==> config.mk <==
export PLATFORM = sky130hd
export DESIGN_NAME = dhcp_option_tlv_parser_unit
export DESIGN_NICKNAME = d
export VERILOG_FILES = /design/src/hdl/dotp_pkg.sv /design/src/hdl/dhcp_option_tlv_parser_unit.sv /design/src/hdl/dotp_front.sv /design/src/hdl/dotp_queue.sv /design/src/hdl/dotp_back.sv
export SDC_FILE = /design/constraint.sdc
export NUM_CORES = 1
export LEC_CHECK = 0
export BUFFER_PORTS_ARGS = -buffer_cell sky130_fd_sc_hd__buf_2
export CORE_MARGIN = 1
export CORE_UTILIZATION = 35
export DETAILED_ROUTE_END_ITERATION = 6
export PLACE_DENSITY = 0.58
export SYNTH_ARGS = -nofsm -noshare
export SYNTH_HDL_FRONTEND = slang
export SYNTH_SLANG_ARGS = --single-unit
==> constraint.sdc <==
create_clock -name aclk -period 24 [get_ports aclk]
set_input_delay 3.6 -clock aclk [delete_from_list [all_inputs] [get_ports aclk]]
set_output_delay 3.6 -clock aclk [all_outputs]
set_load 0.1 [all_outputs]
==> src/hdl/dotp_pkg.sv <==
// ----------------------------------------------------------------------------
// dotp_pkg
// Shared types, option codes and helpers for the DHCP option TLV parser.
// ----------------------------------------------------------------------------
`default_nettype none

package dotp_pkg;

    localparam int QUEUE_DEPTH = 4;
    localparam int QUEUE_AW    = $clog2(QUEUE_DEPTH);
    localparam int VALUE_SLOTS = 7;

    localparam logic [7:0] CODE_PAD      = 8'd0;
    localparam logic [7:0] CODE_SUBNET   = 8'd1;
    localparam logic [7:0] CODE_ROUTER   = 8'd3;
    localparam logic [7:0] CODE_DNS      = 8'd6;
    localparam logic [7:0] CODE_LEASE    = 8'd51;
    localparam logic [7:0] CODE_MSG_TYPE = 8'd53;
    localparam logic [7:0] CODE_SERVER   = 8'd54;
    localparam logic [7:0] CODE_T1       = 8'd58;
    localparam logic [7:0] CODE_T2       = 8'd59;
    localparam logic [7:0] CODE_END      = 8'd255;

    typedef enum logic [1:0] {
        STATUS_OK       = 2'd0,
        STATUS_NO_TYPE  = 2'd1,
        STATUS_NO_LEN   = 2'd2,
        STATUS_OVERRUN  = 2'd3
    } status_t;

    // where a finished option lands in the back end
    typedef enum logic [2:0] {
        KIND_SUBNET = 3'd0,
        KIND_ROUTER = 3'd1,
        KIND_DNS    = 3'd2,
        KIND_LEASE  = 3'd3,
        KIND_SERVER = 3'd4,
        KIND_T1     = 3'd5,
        KIND_T2     = 3'd6,
        KIND_MSG    = 3'd7
    } kind_t;

    typedef struct packed {
        logic        commit;
        kind_t       kind;
        logic [31:0] value;
        logic        last;
        status_t     err;
    } op_t;

    typedef struct packed {
        logic is_slot;
        kind_t kind;
    } slot_info_t;

    function automatic slot_info_t slot_of(input logic [7:0] code);
        slot_info_t r;
        r.is_slot = 1'b1;
        r.kind    = KIND_SUBNET;
        case (code)
            CODE_SUBNET: r.kind = KIND_SUBNET;
            CODE_ROUTER: r.kind = KIND_ROUTER;
            CODE_DNS:    r.kind = KIND_DNS;
            CODE_LEASE:  r.kind = KIND_LEASE;
            CODE_SERVER: r.kind = KIND_SERVER;
            CODE_T1:     r.kind = KIND_T1;
            CODE_T2:     r.kind = KIND_T2;
            default:     r.is_slot = 1'b0;
        endcase
        return r;
    endfunction

endpackage

`default_nettype wire

==> src/hdl/dhcp_option_tlv_parser_unit.sv <==
// ----------------------------------------------------------------------------
// dhcp_option_tlv_parser_unit
// DHCP option stream parser: one byte per cycle in, one result per stream out.
// ----------------------------------------------------------------------------
// The block takes one option byte per clock cycle while s_ready is high, with
// no gaps needed between bytes or streams. The framing stage handles each
// accepted byte and posts a transaction to a four-entry queue only when a
// captured option completes or the stream ends; the capture stage drains that
// queue one per cycle, but a last-byte transaction waits for the output
// register to be free, then loads the result there and raises m_valid.
// s_ready drops only when the queue fills because a finished result is not
// taken.
`default_nettype none

module dhcp_option_tlv_parser_unit (
    input  wire logic        aclk,
    input  wire logic        aresetn,
    input  wire logic        s_valid,
    output logic             s_ready,
    input  wire logic [7:0]  s_data_byte,
    input  wire logic        s_last_byte,
    output logic             m_valid,
    input  wire logic        m_ready,
    output logic [1:0]       m_status,
    output logic [7:0]       m_message_type,
    output logic [31:0]      m_subnet_mask,
    output logic [31:0]      m_router_address,
    output logic [31:0]      m_dns_address,
    output logic [31:0]      m_lease_seconds,
    output logic [31:0]      m_server_address,
    output logic [31:0]      m_renewal_seconds,
    output logic [31:0]      m_rebinding_seconds
);
    import dotp_pkg::*;

    logic q_push, q_pop, q_full, q_empty;
    op_t  push_op, head_op;

    dotp_front u_front (
        .aclk        (aclk),
        .aresetn     (aresetn),
        .s_valid     (s_valid),
        .s_ready     (s_ready),
        .s_data_byte (s_data_byte),
        .s_last_byte (s_last_byte),
        .q_full      (q_full),
        .q_push      (q_push),
        .q_op        (push_op)
    );

    dotp_queue u_queue (
        .aclk    (aclk),
        .aresetn (aresetn),
        .push    (q_push),
        .push_op (push_op),
        .pop     (q_pop),
        .full    (q_full),
        .empty   (q_empty),
        .head_op (head_op)
    );

    dotp_back u_back (
        .aclk                (aclk),
        .aresetn             (aresetn),
        .q_empty             (q_empty),
        .q_head              (head_op),
        .q_pop               (q_pop),
        .m_valid             (m_valid),
        .m_ready             (m_ready),
        .m_status            (m_status),
        .m_message_type      (m_message_type),
        .m_subnet_mask       (m_subnet_mask),
        .m_router_address    (m_router_address),
        .m_dns_address       (m_dns_address),
        .m_lease_seconds     (m_lease_seconds),
        .m_server_address    (m_server_address),
        .m_renewal_seconds   (m_renewal_seconds),
        .m_rebinding_seconds (m_rebinding_seconds)
    );

endmodule

`default_nettype wire

==> src/hdl/dotp_front.sv <==
// ----------------------------------------------------------------------------
// dotp_front
// Walks the code / length / data framing and posts capture operations.
// ----------------------------------------------------------------------------
`default_nettype none

module dotp_front (
    input  wire logic          aclk,
    input  wire logic          aresetn,
    input  wire logic          s_valid,
    output logic               s_ready,
    input  wire logic [7:0]    s_data_byte,
    input  wire logic          s_last_byte,
    input  wire logic          q_full,
    output logic               q_push,
    output dotp_pkg::op_t      q_op
);
    import dotp_pkg::*;

    typedef enum logic [1:0] {
        PH_CODE  = 2'd0,
        PH_LEN   = 2'd1,
        PH_DATA  = 2'd2,
        PH_ENDED = 2'd3
    } phase_t;

    phase_t      phase_reg, phase_next;
    logic [7:0]  code_reg, code_next;
    logic [7:0]  rem_reg, rem_next;
    logic [7:0]  len_reg, len_next;
    logic [2:0]  idx_reg, idx_next;
    logic [31:0] acc_reg, acc_next;
    logic [7:0]  first_reg, first_next;
    logic        accept;
    slot_info_t  slot;
    op_t         op;

    assign s_ready = !q_full;
    assign accept  = s_valid && s_ready;
    assign slot    = slot_of(code_reg);

    always_comb begin
        phase_next = phase_reg;
        code_next  = code_reg;
        rem_next   = rem_reg;
        len_next   = len_reg;
        idx_next   = idx_reg;
        acc_next   = acc_reg;
        first_next = first_reg;
        op.commit  = 1'b0;
        op.kind    = KIND_MSG;
        op.value   = 32'd0;
        op.last    = s_last_byte;
        op.err     = STATUS_OK;
        case (phase_reg)
            PH_CODE: begin
                if (s_data_byte == CODE_END) begin
                    phase_next = PH_ENDED;
                end else if (s_data_byte != CODE_PAD) begin
                    code_next  = s_data_byte;
                    phase_next = PH_LEN;
                    if (s_last_byte) op.err = STATUS_NO_LEN;
                end
            end
            PH_LEN: begin
                len_next = s_data_byte;
                rem_next = s_data_byte;
                idx_next = 3'd0;
                acc_next = 32'd0;
                // a zero-length option captures nothing
                if (s_data_byte == 8'd0) begin
                    phase_next = PH_CODE;
                end else begin
                    phase_next = PH_DATA;
                    if (s_last_byte) op.err = STATUS_OVERRUN;
                end
            end
            PH_DATA: begin
                if (!idx_reg[2]) begin
                    acc_next = {acc_reg[23:0], s_data_byte};
                    idx_next = idx_reg + 3'd1;
                end
                if (idx_reg == 3'd0) first_next = s_data_byte;
                rem_next = rem_reg - 8'd1;
                if (rem_next == 8'd0) begin
                    phase_next = PH_CODE;
                    if (code_reg == CODE_MSG_TYPE) begin
                        op.commit = 1'b1;
                        op.kind   = KIND_MSG;
                        op.value  = {24'd0, first_next};
                    end else if (slot.is_slot && len_reg >= 8'd4) begin
                        op.commit = 1'b1;
                        op.kind   = slot.kind;
                        op.value  = acc_next;
                    end
                end else if (s_last_byte) begin
                    op.err = STATUS_OVERRUN;
                end
            end
            default: begin
            end
        endcase
    end

    assign q_push = accept && (op.commit || s_last_byte);
    assign q_op   = op;

    always_ff @(posedge aclk) begin
        if (!aresetn || (accept && s_last_byte)) begin
            phase_reg <= PH_CODE;
            code_reg  <= 8'd0;
            rem_reg   <= 8'd0;
            len_reg   <= 8'd0;
            idx_reg   <= 3'd0;
            acc_reg   <= 32'd0;
            first_reg <= 8'd0;
        end else if (accept) begin
            phase_reg <= phase_next;
            code_reg  <= code_next;
            rem_reg   <= rem_next;
            len_reg   <= len_next;
            idx_reg   <= idx_next;
            acc_reg   <= acc_next;
            first_reg <= first_next;
        end
    end

endmodule

`default_nettype wire

==> src/hdl/dotp_queue.sv <==
// ----------------------------------------------------------------------------
// dotp_queue
// Small FIFO of capture operations between the framing and capture stages.
// ----------------------------------------------------------------------------
`default_nettype none

module dotp_queue (
    input  wire logic          aclk,
    input  wire logic          aresetn,
    input  wire logic          push,
    input  wire dotp_pkg::op_t push_op,
    input  wire logic          pop,
    output logic               full,
    output logic               empty,
    output dotp_pkg::op_t      head_op
);
    import dotp_pkg::*;

    op_t                   entry_reg [QUEUE_DEPTH];
    logic [QUEUE_AW-1:0]   wr_ptr_reg, rd_ptr_reg;
    logic [QUEUE_AW:0]     count_reg, count_next;
    logic                  do_push, do_pop;

    assign full    = (count_reg == (QUEUE_AW+1)'(QUEUE_DEPTH));
    assign empty   = (count_reg == '0);
    assign do_push = push && !full;
    assign do_pop  = pop && !empty;
    assign head_op = entry_reg[rd_ptr_reg];

    always_comb begin
        count_next = count_reg;
        if (do_push && !do_pop) count_next = count_reg + 1'b1;
        if (do_pop && !do_push) count_next = count_reg - 1'b1;
    end

    always_ff @(posedge aclk) begin
        if (!aresetn) begin
            wr_ptr_reg <= '0;
            rd_ptr_reg <= '0;
            count_reg  <= '0;
        end else begin
            if (do_push) wr_ptr_reg <= wr_ptr_reg + 1'b1;
            if (do_pop)  rd_ptr_reg <= rd_ptr_reg + 1'b1;
            count_reg <= count_next;
        end
    end

    always_ff @(posedge aclk) begin
        if (do_push) entry_reg[wr_ptr_reg] <= push_op;
    end

endmodule

`default_nettype wire

==> src/hdl/dotp_back.sv <==
// ----------------------------------------------------------------------------
// dotp_back
// Holds captured values and builds the per-stream result.
// ----------------------------------------------------------------------------
`default_nettype none

module dotp_back (
    input  wire logic          aclk,
    input  wire logic          aresetn,
    input  wire logic          q_empty,
    input  wire dotp_pkg::op_t q_head,
    output logic               q_pop,
    output logic               m_valid,
    input  wire logic          m_ready,
    output logic [1:0]         m_status,
    output logic [7:0]         m_message_type,
    output logic [31:0]        m_subnet_mask,
    output logic [31:0]        m_router_address,
    output logic [31:0]        m_dns_address,
    output logic [31:0]        m_lease_seconds,
    output logic [31:0]        m_server_address,
    output logic [31:0]        m_renewal_seconds,
    output logic [31:0]        m_rebinding_seconds
);
    import dotp_pkg::*;

    logic [31:0] held_reg [VALUE_SLOTS];
    logic [31:0] held_next [VALUE_SLOTS];
    logic [7:0]  msg_reg, msg_next;
    logic        m_valid_reg;
    logic [1:0]  status_reg;
    logic [7:0]  msg_out_reg;
    logic [31:0] value_out_reg [VALUE_SLOTS];
    status_t     status_next;
    logic        out_free;

    assign out_free = !m_valid_reg || m_ready;
    // a last-byte transaction waits for the output register, captures never do
    assign q_pop    = !q_empty && (!q_head.last || out_free);

    always_comb begin
        for (int i = 0; i < VALUE_SLOTS; i++) held_next[i] = held_reg[i];
        msg_next = msg_reg;
        if (q_head.commit) begin
            if (q_head.kind == KIND_MSG) begin
                msg_next = q_head.value[7:0];
            end else begin
                held_next[q_head.kind] = q_head.value;
            end
        end
        if (q_head.err != STATUS_OK) begin
            status_next = q_head.err;
        end else if (msg_next == 8'd0) begin
            status_next = STATUS_NO_TYPE;
        end else begin
            status_next = STATUS_OK;
        end
    end

    always_ff @(posedge aclk) begin
        if (!aresetn) begin
            m_valid_reg <= 1'b0;
            msg_reg     <= 8'd0;
            for (int i = 0; i < VALUE_SLOTS; i++) held_reg[i] <= 32'd0;
        end else begin
            if (m_valid_reg && m_ready) m_valid_reg <= 1'b0;
            if (q_pop) begin
                if (q_head.last) begin
                    m_valid_reg <= 1'b1;
                    msg_reg     <= 8'd0;
                    for (int i = 0; i < VALUE_SLOTS; i++) held_reg[i] <= 32'd0;
                end else begin
                    msg_reg <= msg_next;
                    for (int i = 0; i < VALUE_SLOTS; i++) held_reg[i] <= held_next[i];
                end
            end
        end
    end

    always_ff @(posedge aclk) begin
        if (q_pop && q_head.last) begin
            status_reg  <= status_next;
            msg_out_reg <= msg_next;
            for (int i = 0; i < VALUE_SLOTS; i++) value_out_reg[i] <= held_next[i];
        end
    end

    assign m_valid             = m_valid_reg;
    assign m_status            = status_reg;
    assign m_message_type      = msg_out_reg;
    assign m_subnet_mask       = value_out_reg[KIND_SUBNET];
    assign m_router_address    = value_out_reg[KIND_ROUTER];
    assign m_dns_address       = value_out_reg[KIND_DNS];
    assign m_lease_seconds     = value_out_reg[KIND_LEASE];
    assign m_server_address    = value_out_reg[KIND_SERVER];
    assign m_renewal_seconds   = value_out_reg[KIND_T1];
    assign m_rebinding_seconds = value_out_reg[KIND_T2];

endmodule

`default_nettype wire

* Yosys cells after proc, flatten, opt, wreduce, memory -nomap -nowiden *
Memory sizes are Yosys's and may differ from the RTL's. A register that Yosys moved wholly into a read port is not among the register bits.
Cells that the tools add are included.

storage, ports and cells
  register bits after elaboration = 95
  RAM bits = 604
  output and inout bits = 236
  memories kept = 3

memory list
  memory                words  width  rd ports  clocked after memory_dff  write ports  line              text
  u_back.held_reg       7      32     7         0                         7            dotp_back.sv:27   logic [31:0] held_reg [VALUE_SLOTS];
  u_back.value_out_reg  7      32     7         0                         7            dotp_back.sv:33   logic [31:0] value_out_reg [VALUE_SLOTS];
  u_queue.entry_reg     4      39     1         1                         1            dotp_queue.sv:19  op_t entry_reg [QUEUE_DEPTH];

cells by class
  $add $sub $neg = 6
  $lt $le $gt $ge = 3
  eq/ne operators = 16
  mux-type cells = 68
  bitwise logic cells = 16
  reduce and logical (&&, ||, !) cells = 41

operators by type and width
  kind                  number
  $mux W32              16
  $mux W224             2
  $bwmux W224           1
  $mux W36              4
  $demux W32 S3         1
  $pmux W32 S2          1
  $eq A8 B6 Y1 const B  5
  $mux W8               4
  $mux W2               13
  $logic_not A8 Y1      3
  $mux W1               18
  $pmux W3 S6           1
  $pmux W8 S2           1
  $or A1 B1 Y1          14
  $logic_and A1 B1 Y1   12
  $pmux W2 S3           2
  $mux W3               3
  $eq A8 B1 Y1 const B  1
  $eq A8 B2 Y1 const B  1
  $eq A8 B3 Y1 const B  1
  $eq A8 B8 Y1 const B  1
  $ge A8 B3 Y1 const B  1
  $reduce_and A4 Y1     2
  $reduce_bool A8 Y1    1
  24 further kinds      41

* Longest topological paths before layout *
Gate-level depths: netlist of run 1.

  word-level depth = 14
  gate-level depth with buffers = 14

* Cells and area by module *
Synthesis of run 1 repeated with hierarchy kept, for this count alone.

second synthesis, totals
  cells, all modules = 1895
  area, all modules = 28866.4 um^2

by module, submodules not included
  module      times used  cells each  area each (um^2)
  dotp_back   1           1180        18880.6
  dotp_queue  1           257         6107.1
  dotp_front  1           458         3878.7

* Worst setup path before layout of run 1 *
Ideal clock, no wire load.

  path type = input to register
  start point = in m_ready
  end point = mem u_back.held_reg[4][10]
  arrival time = 22238 ps
  data required time = 23872 ps
  slack = 1634 ps
  cell stages on the path = 6
  cells stage by stage = nor2b_1 -> nor3b_1 -> and2_1 -> clkbuf_1 -> clkbuf_1 -> nor2_1

RTL lines
  element             line                               text
  start: declaration  dhcp_option_tlv_parser_unit.sv:23  input wire logic m_ready,
  end: declaration    dotp_back.sv:27

* Worst setup path after layout of run 1 *
  start point = in s_valid
  end point = reg u_front.acc_reg[30]

between the ends
  cells in the longest elaborated chain, start to end = 3

ends and longest elaborated chain
  element                  line                               text
  start: declaration       dhcp_option_tlv_parser_unit.sv:18  input wire logic s_valid,
  $logic_and A1 B1 Y1 (*)  dotp_front.sv:39                   assign accept = s_valid && s_ready;
  $logic_and A1 B1 Y1      dotp_front.sv:109                  if (!aresetn || (accept && s_last_byte)) begin
  $logic_or A1 B1 Y1       dotp_front.sv:109
  end signal: assignment   dotp_front.sv:123                  acc_reg <= acc_next;
  end: declaration         dotp_front.sv:32                   logic [31:0] acc_reg, acc_next;

Every way passes the cells marked *; elsewhere a longest branch is shown, timed or not.
A chain may end at the register's enable or synchronous reset.

==> insert_results.sql, run 1 <==
INSERT INTO impl_metrics (metric_group, metric, value, unit) VALUES
('outcome', 'outcome', 'completed', ''),
('clock_network', 'holdBufCountCts', '0', ''),
('setup_path', 'timing.critical_path.from_type', 'primary input', ''),
('synthesis', 'postSynth.asyncResetShare', '0', '%'),
('pwr', 'ir_worst_vdd', '0.0000873', 'V'),
('grt', 'grt_usage', '15.3', '%'),
('floorplan', 'initial_utilization', '35.6', '%'),
('drt', 'drt_wl_total', '63400', 'um'),
('timing', 'worst_slew_margin_rel', '18.5', '%'),
('synthesis', 'syn_nets', '1788', ''),
('cells_and_area', 'post-route-cell-area', '0.0328', 'mm^2'),
('grt', 'global_route.usage.met3', '2.50', '%'),
('place', 'place.gp.congestion', '0.776', ''),
('setup_path', 'timing_worst_setup_path_type', 'in2reg', ''),
('clock_network', 'cts_max_path_buffers', '3', ''),
('grt', 'use_met2', '25.4', '%'),
('drt', 'drt_drc_violations_left', '0', ''),
('place', 'numPortBuffers', '248', ''),
('cells_and_area', 'areaGrowthSynthToFinish', '15.8', '%'),
('run', 'max_cap_viols', '0', ''),
('grt', 'grt_pass1_wl', '96100', 'um'),
('floorplan', 'rows', '103', ''),
('place', 'post-dp-hpwl', '39300', 'um'),
('timing', 'finalCriticalPeriod', '5.95', 'ns'),
('drt', 'drt-pass1-iter-count', '5', ''),
('synthesis', 'per_instance_average_area_after_synthesis', '16.1', 'um^2'),
('timing', 'min_period_over_period', '24.8', '%'),
('timing', 'worst_slew_pin_slew', '1.19', 'ns'),
('grt', 'groute.layer.met1.usage', '20.8', '%'),
('timing', 'totalNegativeSetupSlack', '0', 'ns'),
('setup_path', 'timing.critical_path.required', '24.52', 'ns'),
('timing', 'final-hold-violation-count', '0', ''),
('synthesis', 'ys_seq_area_share', '69.9', '%'),
('clock_network', 'cts_num_sinks', '699', ''),
('clock_network', 'htree_levels', '3', ''),
('timing', 'worst_clock_skew', '0.0204', 'ns'),
('synthesis', 'post_synth_inst_count', '1761', ''),
('floorplan', 'pin_count', '249', ''),
('drt', 'drtAntennaViolNets', '0', ''),
('timing', 'final-max-slew-violation-count', '0', ''),
('synthesis', 'synth-edff-count', '582', ''),
('floorplan', 'die_y', '287', 'um'),
('pwr', 'power_per_cell_area', '139', 'mW/mm^2'),
('drt', 'vias_per_cell', '4.97', ''),
('pwr', 'power.total', '4.58', 'mW'),
('cells_and_area', 'fin_nets', '2032', ''),
('floorplan', 'die_area', '0.0821', 'mm^2'),
('synthesis', 'ys_warn_count', '0', ''),
('clock_network', 'clk_pin_slew_worst_paths', '0.06', 'ns'),
('grt', 'most_used_layer_global_route', 'met2', ''),
('clock_network', 'clock_buffer_count_from_cts', '71', ''),
('grt', 'first_global_vias', '15600', ''),
('floorplan', 'die_span_in_x', '287', 'um'),
('pwr', 'leakagePower', '11.9', 'nW'),
('synthesis', 'post_synthesis_register_bit_count', '699', ''),
('floorplan', 'coreArea', '0.0795', 'mm^2'),
('setup_path', 'worstPathMaxFanout', '32', ''),
('timing', 'clock.fmax', '0.168', 'GHz'),
('hold_path', 'worst_hold_check_path_type', 'reg2reg', ''),
('timing', 'setup_repair_after_global_routing_missed_its_margin', 'false', ''),
('grt', 'grt_max_degree', '142', ''),
('drt', 'dr_total_vias', '15500', ''),
('place', 'placement.cell_area', '0.0306', 'mm^2'),
('grt', 'antenna_found_initial', '6', ''),
('clock_network', 'clkLatencyLatePin', '0.60', 'ns'),
('clock_network', 'resize_count_post_cts', '0', ''),
('drt', 'drt-wirelength-per-cell', '20.3', 'um'),
('grt', 'grt_overflow_total', '0', ''),
('clock_network', 'root_buffer_cell', 'sky130_fd_sc_hd__clkbuf_16', ''),
('synthesis', 'synthesis.area', '0.0283', 'mm^2'),
('hold_path', 'hp-start', 'u_front.len_reg[7]', ''),
('drt', 'drtIter0Drc', '966', ''),
('timing', 'setup_viol', '0', ''),
('clock_network', 'cts_tree', 'built', ''),
('synthesis', 'ys_dominant_reg_cell', 'sky130_fd_sc_hd__edfxtp_1', ''),
('setup_path', 'setup.worst_path.start', 's_valid', ''),
('setup_path', 'timing.critical_path.to_type', 'flop', ''),
('setup_path', 'cp.arrival', '6.46', 'ns'),
('clock_network', 'post-cts-setup-buffer-count', '0', ''),
('synthesis', 'post_synth_num_cell_types', '64', ''),
('cells_and_area', 'post_route_cells_drive_above_1_share', '29.7', '%');
kinds of logic (layout without fill, tap and decap cells):
family | Yosys count | in the layout | share of synthesized area (%)
simple gates | 446 | 446 | 8.50
xor+xnor | 6 | 6 | 0.185
other cells | 0 | 2 | 0
mux | 314 | 314 | 14.8
flops | 699 | 699 | 69.9
buf+inv | 128 | 430 | 2.20
fa+ha+maj | 14 | 14 | 0.645
compound gates | 154 | 154 | 3.75
synthesized netlist by cell type, types with 5 or more instances:
| cell | count | area, um^2 |
|---|---|---|
| sky130_fd_sc_hd__mux2_1 | 48 | 541 |
| sky130_fd_sc_hd__ha_1 | 13 | 163 |
| sky130_fd_sc_hd__nand3_1 | 7 | 35.0 |
| sky130_fd_sc_hd__a211oi_1 | 6 | 45.0 |
| sky130_fd_sc_hd__a22o_1 | 8 | 70.1 |
| sky130_fd_sc_hd__o21ai_0 | 15 | 75.1 |
| sky130_fd_sc_hd__buf_2 | 24 | 120 |
| sky130_fd_sc_hd__nand2b_1 | 5 | 31.3 |
| sky130_fd_sc_hd__mux4_2 | 39 | 878 |
| sky130_fd_sc_hd__nor2_1 | 128 | 480 |
| sky130_fd_sc_hd__and2_1 | 206 | 1290 |
| sky130_fd_sc_hd__nand2_1 | 42 | 158 |
| sky130_fd_sc_hd__a21oi_1 | 27 | 135 |
| sky130_fd_sc_hd__mux2i_1 | 42 | 420 |
| sky130_fd_sc_hd__nor2b_1 | 6 | 37.5 |
| sky130_fd_sc_hd__inv_1 | 25 | 93.8 |
| sky130_fd_sc_hd__mux2_4 | 70 | 1050 |
| sky130_fd_sc_hd__nor4_1 | 5 | 31.3 |
| sky130_fd_sc_hd__edfxtp_1 | 582 | 17500 |
| sky130_fd_sc_hd__buf_6 | 13 | 146 |
| sky130_fd_sc_hd__a22oi_1 | 66 | 495 |
| sky130_fd_sc_hd__nor3_1 | 13 | 65.1 |
| sky130_fd_sc_hd__clkbuf_1 | 56 | 210 |
| sky130_fd_sc_hd__dfxtp_1 | 117 | 2340 |
| sky130_fd_sc_hd__o22ai_1 | 10 | 62.6 |
| sky130_fd_sc_hd__mux2_2 | 115 | 1290 |
| sky130_fd_sc_hd__buf_1 | 5 | 18.8 |
cells in the final DEF, fill, tap and decap left out, drive strengths merged, types with 39 or more instances in the layout:
cell type | Yosys | final
mux2 | 233 | 233
nand2 | 42 | 42
dfxtp | 117 | 117
and2 | 207 | 207
a22oi | 66 | 66
clkbuf | 57 | 106
mux2i | 42 | 42
buf | 46 | 274
nor2 | 130 | 130
mux4 | 39 | 39
edfxtp | 582 | 582
power by group:
group	switching (mW)	total [mW]	internal, mW
sequential	0.0929	1.79	1.70
clock	0.445	1.04	0.599
combinational	1.44	1.74	0.302
path summary, 6_finish.rpt:
kind,slack (ns),endpoint,cells after the start
max,18.05,u_front.acc_reg[30],6
min,0.45,u_front.len_reg[7],2
max reg2reg,20.02,u_back.held_reg[3][24],6
min reg2reg,0.45,u_front.len_reg[7],2
per-stage QoR:
stage                     hold WS, ns  instances  util (%)  setup WS [ns]
after global routing            0.472       3114      41.3          17.91
final                           0.451       3115      41.3          18.05
after floorplan                 0.431       1761         -           1.63
after detailed placement        0.449       2982      38.5          17.50
after global placement          0.440       2982      38.5          17.69
after CTS                       0.457       3113      41.3          18.12
worst max-delay path, cell delays in order:
cell	delay, ns
sky130_fd_sc_hd__buf_2	0.08
sky130_fd_sc_hd__a21boi_2	0.56
sky130_fd_sc_hd__and2_0	0.75
sky130_fd_sc_hd__and3_1	1.05
sky130_fd_sc_hd__a22oi_1	0.23
sky130_fd_sc_hd__nor2_1	0.18
area by class of cell:
cell class | instances | area, um^2
fillers | 7112 | 46700
flip-flops and latches | 699 | 19800
multi-input cells | 934 | 7930
clock buffers | 106 | 2030
repair buffers | 274 | 1450
well taps | 1050 | 1310
clock inverters | 25 | 165
inverters | 25 | 96.3
diodes | 2 | 5.00
routing by layer:
| metal | wire length (um) | part of all wire (%) |
|---|---|---|
| met1 | 28300 | 45 |
| met2 | 30800 | 49 |
| met3 | 3150 | 5.0 |
| met4 | 1010 | 1.6 |
| met5 | 27 | 0.043 |
Power figures use the tool's default switching activity.
==> inputs of run 2 (changes only) <==
--- a/config.mk
+++ b/config.mk
@@ -5,6 +5,7 @@
 export SDC_FILE = /design/constraint.sdc
 export NUM_CORES = 1
 export LEC_CHECK = 0
+export ABC_AREA = 1
 export BUFFER_PORTS_ARGS = -buffer_cell sky130_fd_sc_hd__buf_2
 export CORE_MARGIN = 1
 export CORE_UTILIZATION = 35
==> constraint.sdc (replaced) <==
create_clock -name aclk -period 5.5 [get_ports aclk]
set_input_delay 0.825 -clock aclk [delete_from_list [all_inputs] [get_ports aclk]]
set_output_delay 0.825 -clock aclk [all_outputs]
set_load 0.1 [all_outputs]
==> run 2 against run 1 <==
Flip-flop and latch count did not move. Via count up 25%. Register-to-register slack got worse by 18 ns. Cell area up 2.8%. Final cell count up 32%. Core utilization decreased by 0.18 points. Clock-buffer cell count shrank 10. Setup slack got worse by 16 ns. Critical path type is now reg2reg. Largest cell class unchanged.
==> insert_results.sql, run 2 <==
INSERT INTO impl_metrics (metric_group, metric, value, unit) VALUES
('outcome', 'outcome', 'completed', ''),
('timing', 'worst_slew_pin_slew', '1.12', 'ns'),
('clock_network', 'resize_count_post_cts', '0', ''),
('timing', 'min_period_over_period', '62.7', '%'),
('grt', 'grt_max_degree', '83', ''),
('place', 'numPortBuffers', '248', ''),
('drt', 'vias_per_cell', '4.71', ''),
('synthesis', 'ys_top_cells_by_count', '582 x sky130_fd_sc_hd__edfxtp_1, 531 x sky130_fd_sc_hd__nand2_1, 510 x sky130_fd_sc_hd__inv_1', ''),
('setup_path', 'timing_worst_setup_path_type', 'reg2reg', ''),
('cells_and_area', 'layout_common_cells', '582 x sky130_fd_sc_hd__edfxtp_1, 525 x sky130_fd_sc_hd__nand2_1, 510 x sky130_fd_sc_hd__inv_1', ''),
('timing', 'finalCriticalPeriod', '3.45', 'ns'),
('floorplan', 'initial_utilization', '35.3', '%'),
('grt', 'first_global_vias', '18000', ''),
('drt', 'drt-wirelength-per-cell', '16.8', 'um'),
('drt', 'dr_total_vias', '19400', ''),
('floorplan', 'die_y', '290', 'um'),
('synthesis', 'yosys.area.top_type_share', '60.2', '%'),
('clock_network', 'cts_max_path_buffers', '3', ''),
('synthesis', 'post_synthesis_register_bit_count', '699', ''),
('drt', 'drtIter0Drc', '1610', ''),
('timing', 'setup_repair_after_global_routing_missed_its_margin', 'false', ''),
('drt', 'drt_drc_violations_left', '0', ''),
('timing', 'worst_clock_skew', '0.0229', 'ns'),
('clock_network', 'cts_num_sinks', '699', ''),
('clock_network', 'cts_tree', 'built', ''),
('clock_network', 'holdBufCountCts', '0', ''),
('synthesis', 'synthesis.area', '0.0290', 'mm^2'),
('timing', 'clock.fmax', '0.290', 'GHz'),
('synthesis', 'per_instance_average_area_after_synthesis', '10.5', 'um^2'),
('floorplan', 'coreArea', '0.0821', 'mm^2'),
('cells_and_area', 'layout_commonest_cell', 'sky130_fd_sc_hd__edfxtp_1', ''),
('clock_network', 'clkLatencyLatePin', '0.61', 'ns'),
('clock_network', 'post-cts-setup-buffer-count', '0', ''),
('timing', 'worst_slew_margin_rel', '25.5', '%'),
('grt', 'antenna_found_initial', '1', ''),
('timing', 'totalNegativeSetupSlack', '0', 'ns'),
('synthesis', 'ys_top_cells_by_area', 'sky130_fd_sc_hd__edfxtp_1 60%, sky130_fd_sc_hd__dfxtp_1 8.1%, sky130_fd_sc_hd__nand2_1 6.9%', ''),
('setup_path', 'timing.critical_path.from_type', 'flop', ''),
('setup_path', 'cp.arrival', '3.74', 'ns'),
('floorplan', 'rows', '105', ''),
('synthesis', 'postSynth.asyncResetShare', '0', '%'),
('timing', 'setup_viol', '0', ''),
('cells_and_area', 'post_route_cells_drive_above_1_share', '15.1', '%'),
('run', 'max_cap_viols', '0', ''),
('synthesis', 'synth_area_leader_cell', 'sky130_fd_sc_hd__edfxtp_1', ''),
('clock_network', 'root_buffer_cell', 'sky130_fd_sc_hd__clkbuf_16', ''),
('synthesis', 'ys_dominant_reg_cell', 'sky130_fd_sc_hd__edfxtp_1', ''),
('grt', 'grt_overflow_total', '0', ''),
('setup_path', 'timing.critical_path.to_type', 'flop', ''),
('synthesis', 'yosysMostFrequentCell', 'sky130_fd_sc_hd__edfxtp_1', ''),
('drt', 'drtAntennaViolNets', '0', ''),
('cells_and_area', 'areaGrowthSynthToFinish', '16.2', '%'),
('setup_path', 'timing.critical_path.required', '5.79', 'ns'),
('drt', 'drt-pass1-iter-count', '5', ''),
('clock_network', 'clock_buffer_count_from_cts', '74', ''),
('floorplan', 'pin_count', '249', ''),
('synthesis', 'syn_nets', '2785', ''),
('synthesis', 'post_synth_inst_count', '2758', ''),
('synthesis', 'ys_warn_count', '0', ''),
('synthesis', 'post_synth_num_cell_types', '42', ''),
('setup_path', 'worstPathMaxFanout', '26', ''),
('hold_path', 'worst_hold_check_path_type', 'reg2reg', ''),
('synthesis', 'ys_seq_area_share', '68.3', '%'),
('synthesis', 'synth-edff-count', '582', ''),
('drt', 'drt_wl_total', '69000', 'um'),
('timing', 'final-hold-violation-count', '0', ''),
('place', 'post-dp-hpwl', '45400', 'um'),
('grt', 'grt_pass1_wl', '106000', 'um'),
('clock_network', 'clk_pin_slew_worst_paths', '0.06', 'ns'),
('floorplan', 'die_area', '0.0841', 'mm^2'),
('timing', 'final-max-slew-violation-count', '0', ''),
('floorplan', 'die_span_in_x', '290', 'um'),
('place', 'place.gp.congestion', '0.763', ''),
('grt', 'grt_usage', '16.2', '%'),
('clock_network', 'htree_levels', '3', ''),
('cells_and_area', 'fin_nets', '3011', '');
==> run 2: cell count changes in the layout (fill, tap and decap cells not counted), sizes merged, moves of 42 or more <==
cell	delta
a21oi	+110
a22oi	-65
and2	-207
inv	+497
mux2	-233
mux2i	-42
nand2	+499
nor2	+149
o21ai	+281
==> run 2: path summary, 6_finish.rpt <==
path | from | to | slack (ns) | cells past startpoint
setup / recovery | u_front.code_reg[5] | u_queue.entry_reg[0][28] | 2.05 | 9
hold reg to reg | u_front.len_reg[3] | u_front.len_reg[3] | 0.46 | 2
hold / removal | u_front.len_reg[3] | u_front.len_reg[3] | 0.46 | 2
setup reg to reg | u_front.code_reg[5] | u_queue.entry_reg[0][28] | 2.05 | 9
==> run 2: kinds of logic (layout without fill, tap and decap cells) <==
family / Yosys count / after routing / share of synthesized area, %
compound gates: 519 / 519 / 10.2
xor+xnor: 1 / 1 / 0.0302
fa+ha+maj: 14 / 14 / 0.629
buf+inv: 645 / 930 / 8.76
flops: 699 / 699 / 68.3
other cells: 0 / 1 / 0
simple gates: 880 / 880 / 12.0
==> run 2: per-layer routing <==
layer	track usage, %	wire [um]	up-vias
met5	0	0	-
met2	25.6	31800	603
met4	4.18	1030	0
met1	23.2	31700	9155
li1	-	-	9535
met3	2.63	4550	67
==> run 2: cell type report <==
class                   instances  area (um^2)
clock inverters                39          412
fillers                      7839        48400
flip-flops and latches        699        19800
multi-input cells            1414         6720
well taps                    1070         1340
clock buffers                  96         1980
inverters                     519         1950
repair buffers                276         1500
diodes                          1         2.50
==> run 2: stage by stage <==
| step | util [%] | hold WS, ns | worst slack [ns] | std cells | area, um^2 |
|---|---|---|---|---|---|
| 3_5_place_dp | 38.2 | 0.450 | 2.06 | 3978 | 31300 |
| 2_1_floorplan | - | 0.429 | 0.0808 | 2758 | 29000 |
| 3_3_place_gp | 38.2 | 0.440 | 2.12 | 3978 | 31300 |
| 5_1_grt | 41.1 | 0.475 | 1.63 | 4113 | 33700 |
| 6_report | 41.1 | 0.456 | 2.05 | 4114 | 33700 |
| 4_1_cts | 41.1 | 0.459 | 2.05 | 4113 | 33700 |
==> run 2: critical path, cell delays in order (launching register included) <==
cell and delay [ns]:
sky130_fd_sc_hd__dfxtp_1 0.35, sky130_fd_sc_hd__nand2_1 0.07, sky130_fd_sc_hd__nor2_1 0.23, sky130_fd_sc_hd__nand4_1 0.57, sky130_fd_sc_hd__nand2_1 0.27, sky130_fd_sc_hd__nand3_1 0.22, sky130_fd_sc_hd__nand2_1 0.11, sky130_fd_sc_hd__inv_1 0.17
sky130_fd_sc_hd__nor2_4 0.73, sky130_fd_sc_hd__buf_4 0.38
Power of run 2 is not shown: default switching activity piles up to over one toggle a cycle in this logic, so the estimate is an artifact.
